--- config.mk ---
export PLATFORM = sky130hd
export DESIGN_NAME = stable_priority_queue_flat
export DESIGN_NICKNAME = d
export VERILOG_FILES = /design/src/sv/spq_pkg.sv /design/src/sv/spq_cmd_if.sv /design/src/sv/spq_rsp_if.sv /design/src/sv/stable_priority_queue.sv /design/src/sv/spq_cell.sv /design/src/flat_wrapper.sv
export SDC_FILE = /design/constraint.sdc
export NUM_CORES = 1
export LEC_CHECK = 0
export BUFFER_PORTS_ARGS = -buffer_cell sky130_fd_sc_hd__buf_2
export CORE_MARGIN = 4
export CORE_UTILIZATION = 55
export DETAILED_ROUTE_END_ITERATION = 8
export PLACE_DENSITY = 0.71
export SYNTH_ARGS = -nofsm -noshare
export SYNTH_HDL_FRONTEND = slang
export SYNTH_HIERARCHICAL = 1
export SYNTH_SLANG_ARGS = --single-unit
--- constraint.sdc ---
create_clock -name clk -period 7.62 [get_ports clk]
set_input_delay 1.524 -clock clk [delete_from_list [all_inputs] [get_ports clk]]
set_output_delay 1.524 -clock clk [all_outputs]
set_load 0.05 [all_outputs]
--- src/sv/spq_pkg.sv ---
// Package for the stable priority queue: widths, codes, cell types.
// No dependencies; every other file of the block imports it.
package spq_pkg;

  localparam int CAPACITY_DEF = 16;
  localparam int VALUE_W      = 32;
  localparam int PRIO_W       = 4;
  localparam int STATUS_W     = 3;

  localparam logic [PRIO_W-1:0] PRIORITY_LIMIT = 4'd10;

  localparam logic OP_INSERT = 1'b0;
  localparam logic OP_REMOVE = 1'b1;

  localparam logic [STATUS_W-1:0] ST_INSERTED     = 3'd0;
  localparam logic [STATUS_W-1:0] ST_REMOVED      = 3'd1;
  localparam logic [STATUS_W-1:0] ST_EMPTY        = 3'd2;
  localparam logic [STATUS_W-1:0] ST_FULL         = 3'd3;
  localparam logic [STATUS_W-1:0] ST_BAD_PRIORITY = 3'd4;

  // One slot of the sorted row.
  typedef struct packed {
    logic                      vld;
    logic [PRIO_W-1:0]         prio;
    logic signed [VALUE_W-1:0] value;
  } entry_t;

  // Command broadcast to every cell in the row.
  typedef struct packed {
    logic                      ins;
    logic                      rem;
    logic [PRIO_W-1:0]         prio;
    logic signed [VALUE_W-1:0] value;
  } cell_cmd_t;

endpackage

--- src/sv/spq_cmd_if.sv ---
// Command channel of the stable priority queue: valid/ready plus request payload.
// Depends on spq_pkg for field widths.
interface spq_cmd_if;
  import spq_pkg::*;

  logic                      valid;
  logic                      ready;
  logic                      operation;
  logic signed [VALUE_W-1:0] value;
  logic [PRIO_W-1:0]         priority_req;

  modport source (output valid, operation, value, priority_req, input ready);
  modport sink   (input valid, operation, value, priority_req, output ready);
endinterface

--- src/sv/spq_rsp_if.sv ---
// Response channel of the stable priority queue: valid/ready plus result payload.
// Depends on spq_pkg for field widths.
interface spq_rsp_if;
  import spq_pkg::*;

  logic                      valid;
  logic                      ready;
  logic signed [VALUE_W-1:0] out_value;
  logic [PRIO_W-1:0]         out_priority;
  logic [STATUS_W-1:0]       status;

  modport source (output valid, out_value, out_priority, status, input ready);
  modport sink   (input valid, out_value, out_priority, status, output ready);
endinterface

--- src/sv/stable_priority_queue.sv ---
// Stable priority queue built as a sorted row of shift cells, head at cell 0.
// The result of a beat is registered onto the response channel in the next cycle.
// One beat per cycle unless rsp stalls; cells shift or hold one step per beat.
// Reset clears the cell valid bits, the entry count and the response valid flag.
// Depends on spq_pkg, spq_cmd_if, spq_rsp_if and spq_cell.
module stable_priority_queue #(
  parameter int CAPACITY = spq_pkg::CAPACITY_DEF
) (
  input logic          clk,
  input logic          rst,
  spq_cmd_if.sink      cmd,
  spq_rsp_if.source    rsp
);
  import spq_pkg::*;

  localparam int CNT_W = $clog2(CAPACITY + 1);

  entry_t               cell_q [CAPACITY];
  logic [CAPACITY-1:0]  cell_ahead;
  cell_cmd_t            cell_cmd;

  logic [CNT_W-1:0]     cnt;
  logic [CNT_W-1:0]     cnt_next;

  logic                      rsp_valid;
  logic signed [VALUE_W-1:0] rsp_value;
  logic [PRIO_W-1:0]         rsp_priority;
  logic [STATUS_W-1:0]       rsp_status;

  logic cmd_fire;
  logic is_ins;
  logic bad_prio;
  logic full;
  logic empty;
  logic ins_ok;
  logic rem_ok;

  assign cmd.ready = !rsp_valid || rsp.ready;
  assign cmd_fire  = cmd.valid && cmd.ready;
  assign is_ins    = (cmd.operation == OP_INSERT);
  assign bad_prio  = (cmd.priority_req >= PRIORITY_LIMIT);
  assign full      = (cnt == CNT_W'(CAPACITY));
  assign empty     = (cnt == '0);
  assign ins_ok    = cmd_fire && is_ins && !bad_prio && !full;
  assign rem_ok    = cmd_fire && !is_ins && !empty;

  assign cell_cmd.ins   = ins_ok;
  assign cell_cmd.rem   = rem_ok;
  assign cell_cmd.prio  = cmd.priority_req;
  assign cell_cmd.value = cmd.value;

  for (genvar i = 0; i < CAPACITY; i++) begin : g_cell
    entry_t left_e;
    entry_t right_e;
    logic   left_b;

    if (i == 0) begin : g_head
      assign left_e = '0;
      assign left_b = 1'b1;
    end else begin : g_mid
      assign left_e = cell_q[i-1];
      assign left_b = cell_ahead[i-1];
    end

    if (i == CAPACITY - 1) begin : g_tail
      assign right_e = '0;
    end else begin : g_body
      assign right_e = cell_q[i+1];
    end

    spq_cell u_cell (
      .clk         (clk),
      .rst         (rst),
      .cmd         (cell_cmd),
      .left_entry  (left_e),
      .left_ahead  (left_b),
      .right_entry (right_e),
      .entry       (cell_q[i]),
      .ahead       (cell_ahead[i])
    );
  end

  always_comb begin
    cnt_next = cnt;
    if (ins_ok) begin
      cnt_next = cnt + 1'b1;
    end else if (rem_ok) begin
      cnt_next = cnt - 1'b1;
    end
  end

  always_ff @(posedge clk) begin
    if (rst) begin
      cnt <= '0;
    end else begin
      cnt <= cnt_next;
    end
  end

  always_ff @(posedge clk) begin
    if (rst) begin
      rsp_valid <= 1'b0;
    end else if (cmd_fire) begin
      rsp_valid <= 1'b1;
    end else if (rsp.ready) begin
      rsp_valid <= 1'b0;
    end
  end

  always_ff @(posedge clk) begin
    if (cmd_fire) begin
      rsp_value    <= '0;
      rsp_priority <= '0;
      if (is_ins) begin
        if (bad_prio) begin
          rsp_status <= ST_BAD_PRIORITY;
        end else if (full) begin
          rsp_status <= ST_FULL;
        end else begin
          rsp_status <= ST_INSERTED;
        end
      end else if (empty) begin
        rsp_status <= ST_EMPTY;
      end else begin
        rsp_status   <= ST_REMOVED;
        rsp_value    <= cell_q[0].value;
        rsp_priority <= cell_q[0].prio;
      end
    end
  end

  assign rsp.valid        = rsp_valid;
  assign rsp.out_value    = rsp_value;
  assign rsp.out_priority = rsp_priority;
  assign rsp.status       = rsp_status;

  // The count and the head cell must agree on emptiness.
  a_count_head: assert property (@(posedge clk) disable iff (rst)
    (cnt == '0) == !cell_q[0].vld)
    else $error("entry count disagrees with head cell");

  a_insert_count: assert property (@(posedge clk) disable iff (rst)
    ins_ok |=> (cnt == $past(cnt) + 1'b1))
    else $error("accepted insert did not grow the count");

  for (genvar i = 0; i < CAPACITY - 1; i++) begin : g_chk
    a_sorted: assert property (@(posedge clk) disable iff (rst)
      cell_q[i+1].vld |-> (cell_q[i].vld && (cell_q[i].prio <= cell_q[i+1].prio)))
      else $error("cell row lost its priority order");
  end

endmodule

--- src/sv/spq_cell.sv ---
// One slot of the sorted shift row: keeps, takes the new entry, or shifts.
// Depends on spq_pkg for entry_t and cell_cmd_t.
module spq_cell (
  input  logic               clk,
  input  logic               rst,
  input  spq_pkg::cell_cmd_t cmd,
  input  spq_pkg::entry_t    left_entry,
  input  logic               left_ahead,
  input  spq_pkg::entry_t    right_entry,
  output spq_pkg::entry_t    entry,
  output logic               ahead
);
  import spq_pkg::*;

  entry_t entry_next;

  // Equal priorities stay ahead of the newcomer, which keeps the order stable.
  assign ahead = entry.vld && (entry.prio <= cmd.prio);

  always_comb begin
    entry_next = entry;
    if (cmd.rem) begin
      entry_next = right_entry;
    end else if (cmd.ins && !ahead) begin
      if (left_ahead) begin
        entry_next.vld   = 1'b1;
        entry_next.prio  = cmd.prio;
        entry_next.value = cmd.value;
      end else begin
        entry_next = left_entry;
      end
    end
  end

  always_ff @(posedge clk) begin
    if (rst) begin
      entry.vld <= 1'b0;
    end else begin
      entry.vld <= entry_next.vld;
    end
    entry.prio  <= entry_next.prio;
    entry.value <= entry_next.value;
  end

endmodule

--- src/flat_wrapper.sv ---
// flat-port wrapper written by rule: the top's interface ports become plain ports
module stable_priority_queue_flat import spq_pkg::*;
#(
  parameter int CAPACITY = spq_pkg::CAPACITY_DEF
)
  (clk, rst, cmd_valid, cmd_operation, cmd_value, cmd_priority_req, cmd_ready, rsp_valid, rsp_out_value, rsp_out_priority, rsp_status, rsp_ready);
  spq_cmd_if cmd_i ();
  spq_rsp_if rsp_i ();
  input logic clk;
  input logic rst;
  input wire logic [$bits(cmd_i.valid)-1:0] cmd_valid;
  input wire logic [$bits(cmd_i.operation)-1:0] cmd_operation;
  input wire logic [$bits(cmd_i.value)-1:0] cmd_value;
  input wire logic [$bits(cmd_i.priority_req)-1:0] cmd_priority_req;
  output wire logic [$bits(cmd_i.ready)-1:0] cmd_ready;
  output wire logic [$bits(rsp_i.valid)-1:0] rsp_valid;
  output wire logic [$bits(rsp_i.out_value)-1:0] rsp_out_value;
  output wire logic [$bits(rsp_i.out_priority)-1:0] rsp_out_priority;
  output wire logic [$bits(rsp_i.status)-1:0] rsp_status;
  input wire logic [$bits(rsp_i.ready)-1:0] rsp_ready;
  assign cmd_i.valid = cmd_valid;
  assign cmd_i.operation = cmd_operation;
  assign cmd_i.value = cmd_value;
  assign cmd_i.priority_req = cmd_priority_req;
  assign cmd_ready = cmd_i.ready;
  assign rsp_valid = rsp_i.valid;
  assign rsp_out_value = rsp_i.out_value;
  assign rsp_out_priority = rsp_i.out_priority;
  assign rsp_status = rsp_i.status;
  assign rsp_i.ready = rsp_ready;
  stable_priority_queue #(.CAPACITY(CAPACITY)) u_core (.clk(clk), .rst(rst), .cmd(cmd_i), .rsp(rsp_i));
endmodule
==> flow_metrics.tcl <==
set metrics [dict create \
    cts_buffers 68 \
    syn_inst 3026 \
    worst_setup_path_end_kind "register" \
    relSlewSlack_pct 29.1 \
    grt.met3_usage_pct 3.17 \
    cp.arrival_ps 4640 \
    global_route.usage.met1_pct 27.7 \
    n_fill_cell 4926 \
    grt_remaining_overflow 0 \
    cap_viol_max_count 0 \
    post_cts_buffers 0 \
    grt_pass1_vias 24835 \
    drt_iter0_markers 1790 \
    fin_util_pct 61.3 \
    wl_um 75700 \
    mostFrequentLayoutCells "edfxtp_1, nand2_1, mux2i_1" \
    std_cell_rows 91 \
    p_total_uw 12600 \
    fin_skew_ps 29.4 \
    cp_max_fo 66 \
    post_cts_resized 0 \
    die_w_um 259 \
    peakVddDrop_mv 0.200 \
    ios 82 \
    core-area_um2 61900 \
    timing.final.crit_share_pct 57.7 \
    clock_path_buffers 3 \
    busiest_layer "met2" \
    path_class "input pin to register" \
    finalCriticalPeriod_ps 4400 \
    design_area_um2 38000 \
    final_common_cell "edfxtp_1" \
    grtUsageTotal_pct 22.2 \
    setup_viol 0 \
    clkTransAtPathRegs_ps 50 \
    startpoint_type "input pin" \
    synth_area_per_cell_um2 11.4 \
    fin_cells 3979 \
    grt_max_degree 227 \
    tightestPinTransition_ps 1060 \
    cpPeakStageDelay_ps 630 \
    dpl-instance-area_um2 35700 \
    tns_ps 0 \
    dr_total_vias 23362 \
    multiInputGateArea_um2 14600 \
    insertion_delay_ps 610 \
    h-tree-depth 3 \
    finalHoldViolCount 0 \
    grt_pass1_wl_um 124000 \
    tritoncts_num_sinks 637 \
    cts_root_buffer "clkbuf_16" \
    hold_buffers 0 \
    drive_gt1_share_pct 9.23 \
    io_buffers 81 \
    nNetsFinal 3201 \
    met2_usage_pct 40.3 \
    area_delta_synth_final_pct 9.88 \
    clock.fmax_mhz 227 \
    slew_violations 0 \
    dp_cells 3859 \
    cts_tree "built" \
    drc 0 \
    crit_top_cell "buf_4" \
    grt_antenna_before_repair 1 \
    crit_chain "buf_2 -> nand2b_1 -> and2_2 -> buf_4 -> and3_4 -> buf_4 -> o22ai_1 -> a41oi_4 -> buf_4" \
    ant_nets 0 \
    rsz0062_at_grt "false" \
    status "complete, no violations" \
    min_path_type "register to register" \
    register_area_um2 18900 \
    dp_hpwl_um 50200 \
    netlist_area_um2 34600 \
    start_util_pct 55.8 \
    first_pass_iters 5 \
    routed_via_density 5.87 \
    die_y_um 259 \
    required_ps 7850 \
    wl_per_cell_um 19.0 \
    cp_slowest_cell "and3_4" \
    die_area_um2 66900 \
    leakagePower_uw 0.0121 \
    yosysWarnings 6 \
    gp_congestion 0.796 \
    powerDensity_nw_per_um2 331 \
]
==> layout make-up <==
cell class | count | area share [%]
tap | 837 | 2.76
antenna | 1 | 0.00659
sequential | 637 | 49.8
multi-input combinational | 2160 | 38.4
timing repair buffer | 125 | 2.13
clock inverter | 34 | 1.15
inverter | 100 | 0.988
clock buffer | 85 | 4.81
==> metrics by stage <==
step	hold slack (ps)	worst slack, ps
floorplan	485	888
global placement	508	2810
detailed placement	520	2700
CTS	528	3300
global route	563	3040
finish	529	3220
==> state kept, by name, indices dropped and copies added (netlist names) <==
signal	cells
u_core/rsp.valid	1
u_core/cnt	5
u_core/g_cell.u_cell/entry	592
u_core/rsp.status	3
u_core/rsp.out_value	32
u_core/rsp.out_priority	4
==> final timing paths <==
path	start	to	slack [ps]	depth (start not counted)
worst max register to register	u_core/rsp.valid	u_core/g_cell[5].u_cell/entry[8]	3930	8
worst max-delay path	rsp_ready	u_core/g_cell[5].u_cell/entry[8]	3220	9
worst min-delay path	u_core/cnt[2]	u_core/cnt[2]	530	2
worst min register to register	u_core/cnt[2]	u_core/cnt[2]	530	2
==> report_power, final <==
part,internal [µW],switching [µW]
logic,1180,2190
registers,5300,512
clock network,2040,1370
total,8520,4070
==> worst max-delay path, delay by kind of cell <==
kind | cells | cell delay (ps)
buffers and inverters | 4 | 1600
AOI/OAI and AO/OA | 2 | 460
and+or+nand+nor | 3 | 960
==> routing by layer <==
layer	vias up	part of all wire, %
li1	11145	-
met1	11640	42
met2	446	52
met3	131	3.5
met4	0	2.0
met5	-	0
No activity file was read; power rests on OpenSTA's default activity.
